`config.mk`:
```
export PLATFORM = sky130hd
export DESIGN_NAME = dirty_rectangle_tracker_top
export DESIGN_NICKNAME = d
export VERILOG_FILES = /design/src/rtl/drt_pkg.sv /design/src/rtl/drt_cell.sv /design/src/rtl/dirty_rectangle_tracker_top.sv
export SDC_FILE = /design/constraint.sdc
export NUM_CORES = 2
export LEC_CHECK = 0
export ABC_CLOCK_PERIOD_IN_PS = 18700
export BUFFER_PORTS_ARGS = -buffer_cell sky130_fd_sc_hd__buf_2
export CAP_MARGIN = 5
export CORE_MARGIN = 2
export CORE_UTILIZATION = 45
export CTS_BUF_LIST = sky130_fd_sc_hd__clkbuf_16
export DETAILED_ROUTE_END_ITERATION = 10
export PLACE_DENSITY = 0.73
export SYNTH_ARGS = -nofsm -noshare
export SYNTH_HDL_FRONTEND = slang
export SYNTH_HIERARCHICAL = 1
export SYNTH_SLANG_ARGS = --single-unit
```
`constraint.sdc`:
```
create_clock -name clk -period 18.7 [get_ports clk]
set_input_delay 2.805 -clock clk [delete_from_list [all_inputs] [get_ports clk]]
set_output_delay 2.805 -clock clk [all_outputs]
set_load 0.005 [all_outputs]
```
`src/rtl/drt_pkg.sv`:
```
// Package for the dirty rectangle tracker: rectangle type, operation codes,
// sequencer states and the saturating box arithmetic.
// No dependencies.
package drt_pkg;

	typedef struct packed {
		logic signed [15:0] h;
		logic signed [15:0] w;
		logic signed [15:0] y;
		logic signed [15:0] x;
	} box_t;

	typedef struct packed {
		logic shift;
		logic wr;
	} cell_ctl_t;

	typedef enum logic [2:0] {
		OP_RESET     = 3'd0,
		OP_MARK_ALL  = 3'd1,
		OP_ADD       = 3'd2,
		OP_TEST      = 3'd3,
		OP_BOUNDS    = 3'd4,
		OP_CLIP      = 3'd5,
		OP_TRANSLATE = 3'd6,
		OP_ANY       = 3'd7
	} op_t;

	typedef enum logic [1:0] {
		ST_IDLE,
		ST_RUN,
		ST_FIN
	} state_t;

	// Clamp an 18-bit signed value into 16 bits.
	function automatic logic signed [15:0] sat16(input logic signed [17:0] v);
		logic signed [15:0] r;
		if (v > 18'sd32767)
			r = 16'sh7fff;
		else if (v < -18'sd32768)
			r = 16'sh8000;
		else
			r = v[15:0];
		return r;
	endfunction

	// Far edge of a span: start plus size, one extra bit.
	function automatic logic signed [16:0] span_end(input logic signed [15:0] p,
		input logic signed [15:0] s);
		return 17'(p) + 17'(s);
	endfunction

	function automatic logic signed [15:0] smin(input logic signed [15:0] a,
		input logic signed [15:0] b);
		return (a < b) ? a : b;
	endfunction

	function automatic logic signed [15:0] smax(input logic signed [15:0] a,
		input logic signed [15:0] b);
		return (a > b) ? a : b;
	endfunction

	function automatic logic signed [16:0] emax(input logic signed [16:0] a,
		input logic signed [16:0] b);
		return (a > b) ? a : b;
	endfunction

	function automatic logic signed [16:0] emin(input logic signed [16:0] a,
		input logic signed [16:0] b);
		return (a < b) ? a : b;
	endfunction

	function automatic logic is_empty(input box_t b);
		return (b.w <= 16'sd0) || (b.h <= 16'sd0);
	endfunction

	// Smallest box holding both operands; size saturates.
	function automatic box_t box_union(input box_t a, input box_t b);
		box_t r;
		logic signed [16:0] x1, y1;
		r.x = smin(a.x, b.x);
		r.y = smin(a.y, b.y);
		x1 = emax(span_end(a.x, a.w), span_end(b.x, b.w));
		y1 = emax(span_end(a.y, a.h), span_end(b.y, b.h));
		r.w = sat16(18'(x1) - 18'(r.x));
		r.h = sat16(18'(y1) - 18'(r.y));
		return r;
	endfunction

	// Intersection of two boxes; size saturates and may be empty.
	function automatic box_t box_clip(input box_t a, input box_t b);
		box_t r;
		logic signed [16:0] x1, y1;
		r.x = smax(a.x, b.x);
		r.y = smax(a.y, b.y);
		x1 = emin(span_end(a.x, a.w), span_end(b.x, b.w));
		y1 = emin(span_end(a.y, a.h), span_end(b.y, b.h));
		r.w = sat16(18'(x1) - 18'(r.x));
		r.h = sat16(18'(y1) - 18'(r.y));
		return r;
	endfunction

endpackage

```
`src/rtl/drt_cell.sv`:
```
// One storage cell of the rectangle ring: holds a single entry and takes
// its neighbor's entry on a shift. Depends on drt_pkg.
module drt_cell import drt_pkg::*; (
	input  logic      clk,
	input  cell_ctl_t ctl,
	input  box_t      shift_in,
	input  box_t      wr_data,
	output box_t      entry
);

	box_t entry_q;

	always_ff @(posedge clk) begin
		if (ctl.wr)
			entry_q <= wr_data;
		else if (ctl.shift)
			entry_q <= shift_in;
	end

	assign entry = entry_q;

endmodule

```
`src/rtl/dirty_rectangle_tracker_top.sv`:
```
// Top level of the dirty rectangle tracker: sequencer, shared entry unit,
// result register and the ring of drt_cell. Depends on drt_pkg, drt_cell.
//
// Channel  Dir  Handshake                Payload
// s_*      in   s_tvalid / s_tready      tuser: op; tdata: rect x,y,w,h, shift x,y
// m_*      out  m_tvalid / m_tready      tdata: flag, x,y,w,h; tlast: last
//
// Reset, mark-all and any go from accept straight to finish. Add, test, bounds,
// clip-walk and translate run in between while the ring turns once through all
// cells, one entry a cycle past the shared unit at cell 0 unless the ring is held.
// A word is accepted only while the sequencer is idle.
// Reset clears the count, the all-dirty flag, the sequencer and the output
// valid; stored entries are not cleared and only valid ones are ever read.
// A stalled output holds the ring whenever clip-walk has a new word to push.
module dirty_rectangle_tracker_top import drt_pkg::*; #(
	parameter int MAX_RECTS = 16
) (
	input  logic        clk,
	input  logic        arst_n,
	input  logic        s_tvalid,
	output logic        s_tready,
	input  logic [2:0]  s_tuser,  // op
	input  logic [95:0] s_tdata,  // rect_x, rect_y, rect_w, rect_h, shift_x, shift_y
	output logic        m_tvalid,
	input  logic        m_tready,
	output logic [71:0] m_tdata,  // flag, out_x, out_y, out_w, out_h, zero fill
	output logic        m_tlast
);

	localparam int CW = $clog2(MAX_RECTS + 1);
	localparam int IW = (MAX_RECTS > 1) ? $clog2(MAX_RECTS) : 1;

	state_t state_q, state_d;
	op_t    op_q;
	box_t   r_q;
	logic signed [15:0] dx_q, dy_q;
	logic [IW-1:0] idx_q;
	logic [CW-1:0] count_q;
	logic all_dirty_q;
	logic hit_q, cov_q;
	box_t acc_q;
	box_t pend_q;
	logic pend_v_q;

	logic obuf_v_q, obuf_flag_q, obuf_last_q;
	box_t obuf_box_q;

	box_t cell_out [MAX_RECTS];
	box_t head, head_mod, clip_b, tail_in, wr_box;
	logic in_range, ov, cov, clip_ok, obuf_free, push_need, step, fin_go;
	logic push, push_flag, push_last, do_store, r_empty;
	box_t push_box;
	logic [IW-1:0] wr_idx;
	logic accept;

	assign accept    = s_tvalid && s_tready;
	assign s_tready  = (state_q == ST_IDLE);
	assign head      = cell_out[0];
	assign in_range  = CW'(idx_q) < count_q;
	assign r_empty   = is_empty(r_q);
	assign obuf_free = !obuf_v_q || m_tready;

	// Shared unit: compares, clips or moves the entry at the ring head.
	always_comb begin
		ov = !r_empty &&
			(18'(r_q.x) < 18'(span_end(head.x, head.w))) &&
			(18'(head.x) < 18'(span_end(r_q.x, r_q.w))) &&
			(18'(r_q.y) < 18'(span_end(head.y, head.h))) &&
			(18'(head.y) < 18'(span_end(r_q.y, r_q.h)));
		cov = (r_q.x >= head.x) && (r_q.y >= head.y) &&
			(span_end(r_q.x, r_q.w) <= span_end(head.x, head.w)) &&
			(span_end(r_q.y, r_q.h) <= span_end(head.y, head.h));
		clip_b  = box_clip(r_q, head);
		clip_ok = !is_empty(clip_b);
		head_mod = head;
		if (op_q == OP_TRANSLATE && in_range) begin
			head_mod.x = sat16(18'(head.x) + 18'(dx_q));
			head_mod.y = sat16(18'(head.y) + 18'(dy_q));
		end
		tail_in = head_mod;
	end

	// Sequencer: next state, result pushes and the add write.
	always_comb begin
		state_d   = state_q;
		step      = 1'b0;
		fin_go    = 1'b0;
		push      = 1'b0;
		push_flag = 1'b0;
		push_last = 1'b0;
		push_box  = '0;
		push_need = (op_q == OP_CLIP) && in_range && clip_ok && pend_v_q;
		do_store  = 1'b0;
		wr_idx    = count_q[IW-1:0];
		wr_box    = r_q;
		case (state_q)
			ST_IDLE: begin
				if (accept) begin
					case (op_t'(s_tuser))
						OP_ADD, OP_TEST, OP_BOUNDS, OP_CLIP, OP_TRANSLATE: state_d = ST_RUN;
						default: state_d = ST_FIN;
					endcase
				end
			end
			ST_RUN: begin
				if (!push_need || obuf_free) begin
					step = 1'b1;
					if (push_need) begin
						push     = 1'b1;
						push_box = pend_q;
					end
					if (idx_q == IW'(MAX_RECTS - 1))
						state_d = ST_FIN;
				end
			end
			ST_FIN: begin
				case (op_q)
					OP_TEST: begin
						push      = obuf_free;
						push_flag = all_dirty_q || hit_q;
						push_last = 1'b1;
					end
					OP_ANY: begin
						push      = obuf_free;
						push_flag = all_dirty_q || (count_q != '0);
						push_last = 1'b1;
					end
					OP_BOUNDS: begin
						push      = obuf_free;
						push_last = 1'b1;
						if (all_dirty_q)
							push_box = r_q;
						else if (count_q != '0)
							push_box = acc_q;
					end
					OP_CLIP: begin
						push      = obuf_free && (all_dirty_q || pend_v_q);
						push_last = 1'b1;
						push_box  = all_dirty_q ? r_q : pend_q;
					end
					OP_ADD: begin
						do_store = !all_dirty_q && !r_empty && !cov_q;
						if (count_q == CW'(MAX_RECTS)) begin
							wr_idx = '0;
							wr_box = box_union(acc_q, r_q);
						end
					end
					default: ;
				endcase
				case (op_q)
					OP_TEST, OP_ANY, OP_BOUNDS: fin_go = obuf_free;
					OP_CLIP: fin_go = obuf_free || !(all_dirty_q || pend_v_q);
					default: fin_go = 1'b1;
				endcase
				if (fin_go)
					state_d = ST_IDLE;
			end
			default: state_d = ST_IDLE;
		endcase
	end

	always_ff @(posedge clk or negedge arst_n) begin
		if (!arst_n)
			state_q <= ST_IDLE;
		else
			state_q <= state_d;
	end

	// Control registers.
	always_ff @(posedge clk or negedge arst_n) begin
		if (!arst_n) begin
			count_q     <= '0;
			all_dirty_q <= 1'b0;
			pend_v_q    <= 1'b0;
			idx_q       <= '0;
			obuf_v_q    <= 1'b0;
		end else begin
			if (accept) begin
				idx_q    <= '0;
				pend_v_q <= 1'b0;
			end
			if (step) begin
				idx_q <= idx_q + 1'b1;
				if (op_q == OP_CLIP && in_range && clip_ok)
					pend_v_q <= 1'b1;
			end
			if (state_q == ST_FIN && fin_go) begin
				case (op_q)
					OP_RESET: begin
						count_q     <= '0;
						all_dirty_q <= 1'b0;
					end
					OP_MARK_ALL: begin
						count_q     <= '0;
						all_dirty_q <= 1'b1;
					end
					OP_ADD: begin
						if (do_store)
							count_q <= (count_q == CW'(MAX_RECTS)) ? CW'(1) : count_q + 1'b1;
					end
					default: ;
				endcase
			end
			if (push)
				obuf_v_q <= 1'b1;
			else if (m_tready)
				obuf_v_q <= 1'b0;
		end
	end

	// Operand, accumulator and result payload registers.
	always_ff @(posedge clk) begin
		if (accept) begin
			op_q  <= op_t'(s_tuser);
			r_q.x <= s_tdata[15:0];
			r_q.y <= s_tdata[31:16];
			r_q.w <= s_tdata[47:32];
			r_q.h <= s_tdata[63:48];
			dx_q  <= s_tdata[79:64];
			dy_q  <= s_tdata[95:80];
			hit_q <= 1'b0;
			cov_q <= 1'b0;
		end
		if (step) begin
			if (in_range) begin
				hit_q <= hit_q || ov;
				cov_q <= cov_q || cov;
				acc_q <= (idx_q == '0) ? head : box_union(acc_q, head);
				if (op_q == OP_CLIP && clip_ok)
					pend_q <= clip_b;
			end
		end
		if (push) begin
			obuf_flag_q <= push_flag;
			obuf_last_q <= push_last;
			obuf_box_q  <= push_box;
		end
	end

	// Ring of cells: cell k takes cell k+1, the last cell takes the head.
	for (genvar k = 0; k < MAX_RECTS; k++) begin : g_cell
		cell_ctl_t ctl;
		box_t      nb;
		assign ctl.shift = step;
		assign ctl.wr    = (state_q == ST_FIN) && do_store && (wr_idx == IW'(k));
		if (k == MAX_RECTS - 1) begin : g_tail
			assign nb = tail_in;
		end else begin : g_mid
			assign nb = cell_out[k+1];
		end
		drt_cell u_cell (
			.clk      (clk),
			.ctl      (ctl),
			.shift_in (nb),
			.wr_data  (wr_box),
			.entry    (cell_out[k])
		);
	end

	assign m_tvalid = obuf_v_q;
	assign m_tlast  = obuf_last_q;
	assign m_tdata  = {7'd0, obuf_box_q.h, obuf_box_q.w, obuf_box_q.y, obuf_box_q.x,
		obuf_flag_q};

	a_ready_idle: assert property (@(posedge clk) disable iff (!arst_n)
		(state_q != ST_IDLE) |-> !s_tready)
		else $error("input taken while busy");
	a_count_max: assert property (@(posedge clk) disable iff (!arst_n)
		count_q <= CW'(MAX_RECTS))
		else $error("entry count beyond table size");
	a_dirty_empty: assert property (@(posedge clk) disable iff (!arst_n)
		all_dirty_q |-> (count_q == '0))
		else $error("entries kept while all dirty");
	a_push_free: assert property (@(posedge clk) disable iff (!arst_n)
		push |-> obuf_free)
		else $error("result overwrote a waiting word");

endmodule

```
==> run summary <==
Result of the run: finished, final reports clean
Slowest cell delay on critical path: 0.78 ns
Origin of the critical flop-to-flop path: g_cell[0].u_cell/entry[1]$_DFFE_PP_
Logic depth of the worst register-to-register path: 30
Proportion of layout cells with a drive suffix above 1: 27.6%
Number of buffer cells added on primary ports: 170
Clk Latency, worst-skew pair: 0.83 ns
Die Width: 425 microns
First-pass GRT wire length: 340000 microns
Worst path required time: 19.14 ns
Library cell used as clock root buffer: sky130_fd_sc_hd__clkbuf_16
Class of the most critical hold timing path: reg2reg
Worst-case register-to-register setup slack: 7.95 ns
Placeable core region: 176000 sq um
Clock slew seen by the registers of the worst setup and hold paths: 0.06 ns
Number of buffers between clock root and the deepest sink: 3
Number of buffers inserted during clock tree synthesis: 143
Depth of the worst hold-timing path: 2
Reg-to-Reg End: acc_q[1]$_DFFE_PP_
Number of vias per cell after detailed routing: 5.99
DRC violations left: 0
Async set-reset flop share out of synthesis: 1.05%
Layout fillers: 14900
Share of the yosys chip area belonging to registers: 50.1%
Cell Area, Synth: 79800 sq um
Capture endpoint of the worst hold path: hit_q$_DFF_P_
Fin Clk Skew: 0.0455 ns
Count of hold buffers inserted by post-cts repair: 0
Cell type contributing the most total cell area after synthesis: sky130_fd_sc_hd__edfxtp_1
Peak Freq: 93.0 MHz
Detailed Route Iter0 Violations: 5217
Slowest CP cell: sky130_fd_sc_hd__and2_2
Critical Path Start Type: register
Average routed wire per standard cell: 27.5 microns
Share of the synthesized area in compound gates (AO/OA/AOI/OAI): 9.86%
Max transition margin: 15.6%
Post-synthesis sequential element count: 1333
Total of cells resized after clock tree synthesis: 0
Synth top area cells: sky130_fd_sc_hd__edfxtp_1 50%, sky130_fd_sc_hd__mux2_4 15%, sky130_fd_sc_hd__ha_1 7.5%
Data arrival time at the worst-slack endpoint: 11.20 ns
Number of flops mapped to enable cells by yosys: 1317
Final hold vios: 0
Vert. Die Dim: 425 microns
Final slew viol count: 0
Cell count after synthesis: 5894
Flip-flop cell with the highest count after synthesis: sky130_fd_sc_hd__edfxtp_1
Yosys warning count: 6
Yosys top cell area share: 49.6%
CTS tree: built
Maximum level of the CTS H-tree: 4
Post-synthesis to final-layout area growth: 9.55%
Overall via count from detail_route: 51000
Startpoint of the most critical hold path: hit_q$_DFF_P_
Number of placed I/O pins: 178
DRT Pass-1 Iters: 6
Xor and xnor area share after synthesis: 2.15%
Post-CTS setup-driven buffer insertion count: 0
Post-route ant nets: 0
Highest-count cells in the layout ignoring fill and taps: 1317 x sky130_fd_sc_hd__edfxtp_1, 792 x sky130_fd_sc_hd__mux2_4, 480 x sky130_fd_sc_hd__ha_1
Unique cell type count in the Yosys netlist: 112
Syn avg cell area: 13.5 sq um
Most common cell after layout, fill and taps aside: sky130_fd_sc_hd__edfxtp_1
Post-layout net count: 6660
Initial antenna violation count: 4
Area of the die: 181000 sq um
CTS Sinks: 1333
Largest net degree at the start of global routing: 67
Kind of critical path: reg2reg
Simple-gate share of the synthesized area: 5.87%
Sum of negative setup slack: 0 ns
Largest family of logic cells by synthesized area: multiplexers
Setup violation total in the final timing report: 0
Initial Utilization: 45.3%
Worst-margin pin slew: 1.26 ns
Via count of the first global-routing pass: 49700
Site row count: 154
Fin crit period: 10.75 ns
Area share of fa/ha/maj cells after synthesis: 8.06%
Total length of routed wires: 234000 microns
Global-route usage over all layers: 25.4%
Unrepaired setup endpoints after global routing: no
Number of max-cap violations: 0
Final critical-path share of the clock period: 57.5%
Worst Path Max Fanout: 33
Placed wire-length estimate: 165000 microns
Overall overflow remaining after global route: 0
Final estimated routing congestion in global placement: 1.01
Kind of end point of the critical path: register
Share of synthesized area spent on multiplexers: 20.6%
final cells by class:
type,count,area [sq um],area share (%)
repair buffers,259,1520,1.74
multi-input cells,4092,37400,42.8
diodes,2,5.00,0.00573
well taps,2340,2930,3.35
flip-flops and latches,1333,39900,45.7
inverters,234,881,1.01
clock inverters,116,1100,1.25
clock buffers,145,3630,4.15
sequential cells by signal, summed over array words and instances (netlist names), 2 cells and up:
| signal | cells |
|---|---|
| dy_q | 16 |
| count_q | 5 |
| pend_q | 64 |
| dx_q | 16 |
| state_q | 2 |
| idx_q | 4 |
| op_q | 3 |
| m_tdata | 64 |
| r_q | 64 |
| acc_q | 64 |
| g_cell.u_cell/entry | 1024 |
stage by stage:
| step | cell area (sq um) | setup WS, ns | cells | hold WS (ns) | util, % |
|---|---|---|---|---|---|
| global route | 87400 | 7.48 | 8519 | 0.551 | 49.6 |
| floorplan | 79800 | 7.62 | 5900 | 0.464 | - |
| finish | 87400 | 7.95 | 8521 | 0.509 | 49.6 |
| CTS | 87400 | 7.92 | 8518 | 0.508 | 49.6 |
| detailed placement | 82700 | 7.96 | 8257 | 0.495 | 46.9 |
| global placement | 82700 | 8.08 | 8257 | 0.482 | 46.9 |
worst max-delay path: cells and delay by family, from the launching register on:
kind	cells	cell delay (ns)
adders and majority gates	3	1.40
DFF	1	0.60
muxes	1	0.17
xor gates and xnor gates	1	0.22
buffers and inverters	3	1.13
AOI/OAI and AO/OA	13	3.78
and+or+nand+nor	9	3.03
logic make-up after synthesis:
| kind of cell | Yosys count |
|---|---|
| buffers and inverters | 475 |
| AO/OA/AOI/OAI | 1200 |
| AND/OR/NAND/NOR | 979 |
| XOR/XNOR | 189 |
| adder cells (fa/ha/maj) | 508 |
| flip-flops | 1333 |
| other | 1 |
| multiplexers | 1209 |
layer usage:
layer / up-vias / GRT usage [%] / wire length [microns]
li1: 22900 / - / -
met1: 25800 / 36.6 / 105000
met2: 2069 / 38.5 / 103000
met3: 315 / 3.99 / 16800
met4: 6 / 9.57 / 9090
met5: - / 0 / 38
worst max path at each step:
| stage | from | end | slack (ns) | depth (start not counted) |
|---|---|---|---|---|
| final | g_cell[0].u_cell/entry[1]$_DFFE_PP_ | acc_q[1]$_DFFE_PP_ | 7.95 | 30 |
| after global routing | g_cell[0].u_cell/entry[1]$_DFFE_PP_ | acc_q[1]$_DFFE_PP_ | 7.48 | 30 |
| after CTS | g_cell[0].u_cell/entry[1]$_DFFE_PP_ | acc_q[1]$_DFFE_PP_ | 7.92 | 30 |
| after detailed placement | g_cell[0].u_cell/entry[1]$_DFFE_PP_ | acc_q[3]$_DFFE_PP_ | 7.96 | 30 |
| after global placement | g_cell[0].u_cell/entry[1]$_DFFE_PP_ | acc_q[3]$_DFFE_PP_ | 8.08 | 30 |
| after floorplan | g_cell[0].u_cell/entry[1]$_DFFE_PP_ | pend_q[0]$_DFFE_PP_ | 7.62 | 31 |
synthesized netlist by cell type (30+ instances only):
cell type and instances:
sky130_fd_sc_hd__nand3_1 52, sky130_fd_sc_hd__a221oi_1 66, sky130_fd_sc_hd__nor2_1 252, sky130_fd_sc_hd__ha_1 480, sky130_fd_sc_hd__xnor2_1 121, sky130_fd_sc_hd__o21ai_1 68, sky130_fd_sc_hd__o21ai_0 311, sky130_fd_sc_hd__nand2_1 319
sky130_fd_sc_hd__nand4_1 39, sky130_fd_sc_hd__inv_1 233, sky130_fd_sc_hd__xor2_1 62, sky130_fd_sc_hd__a21o_1 123, sky130_fd_sc_hd__mux2_4 792, sky130_fd_sc_hd__a31oi_1 38, sky130_fd_sc_hd__o21a_1 57, sky130_fd_sc_hd__mux2i_1 102
sky130_fd_sc_hd__nand2b_1 50, sky130_fd_sc_hd__clkbuf_1 90, sky130_fd_sc_hd__nor2b_1 56, sky130_fd_sc_hd__o21bai_1 30, sky130_fd_sc_hd__a21oi_1 259, sky130_fd_sc_hd__buf_6 111, sky130_fd_sc_hd__mux2_2 311, sky130_fd_sc_hd__edfxtp_1 1317
sky130_fd_sc_hd__nor3_1 64
Power is left out: the tool's default activity adds up to more than one toggle a clock period on the data nets, which glitch-free logic cannot reach.
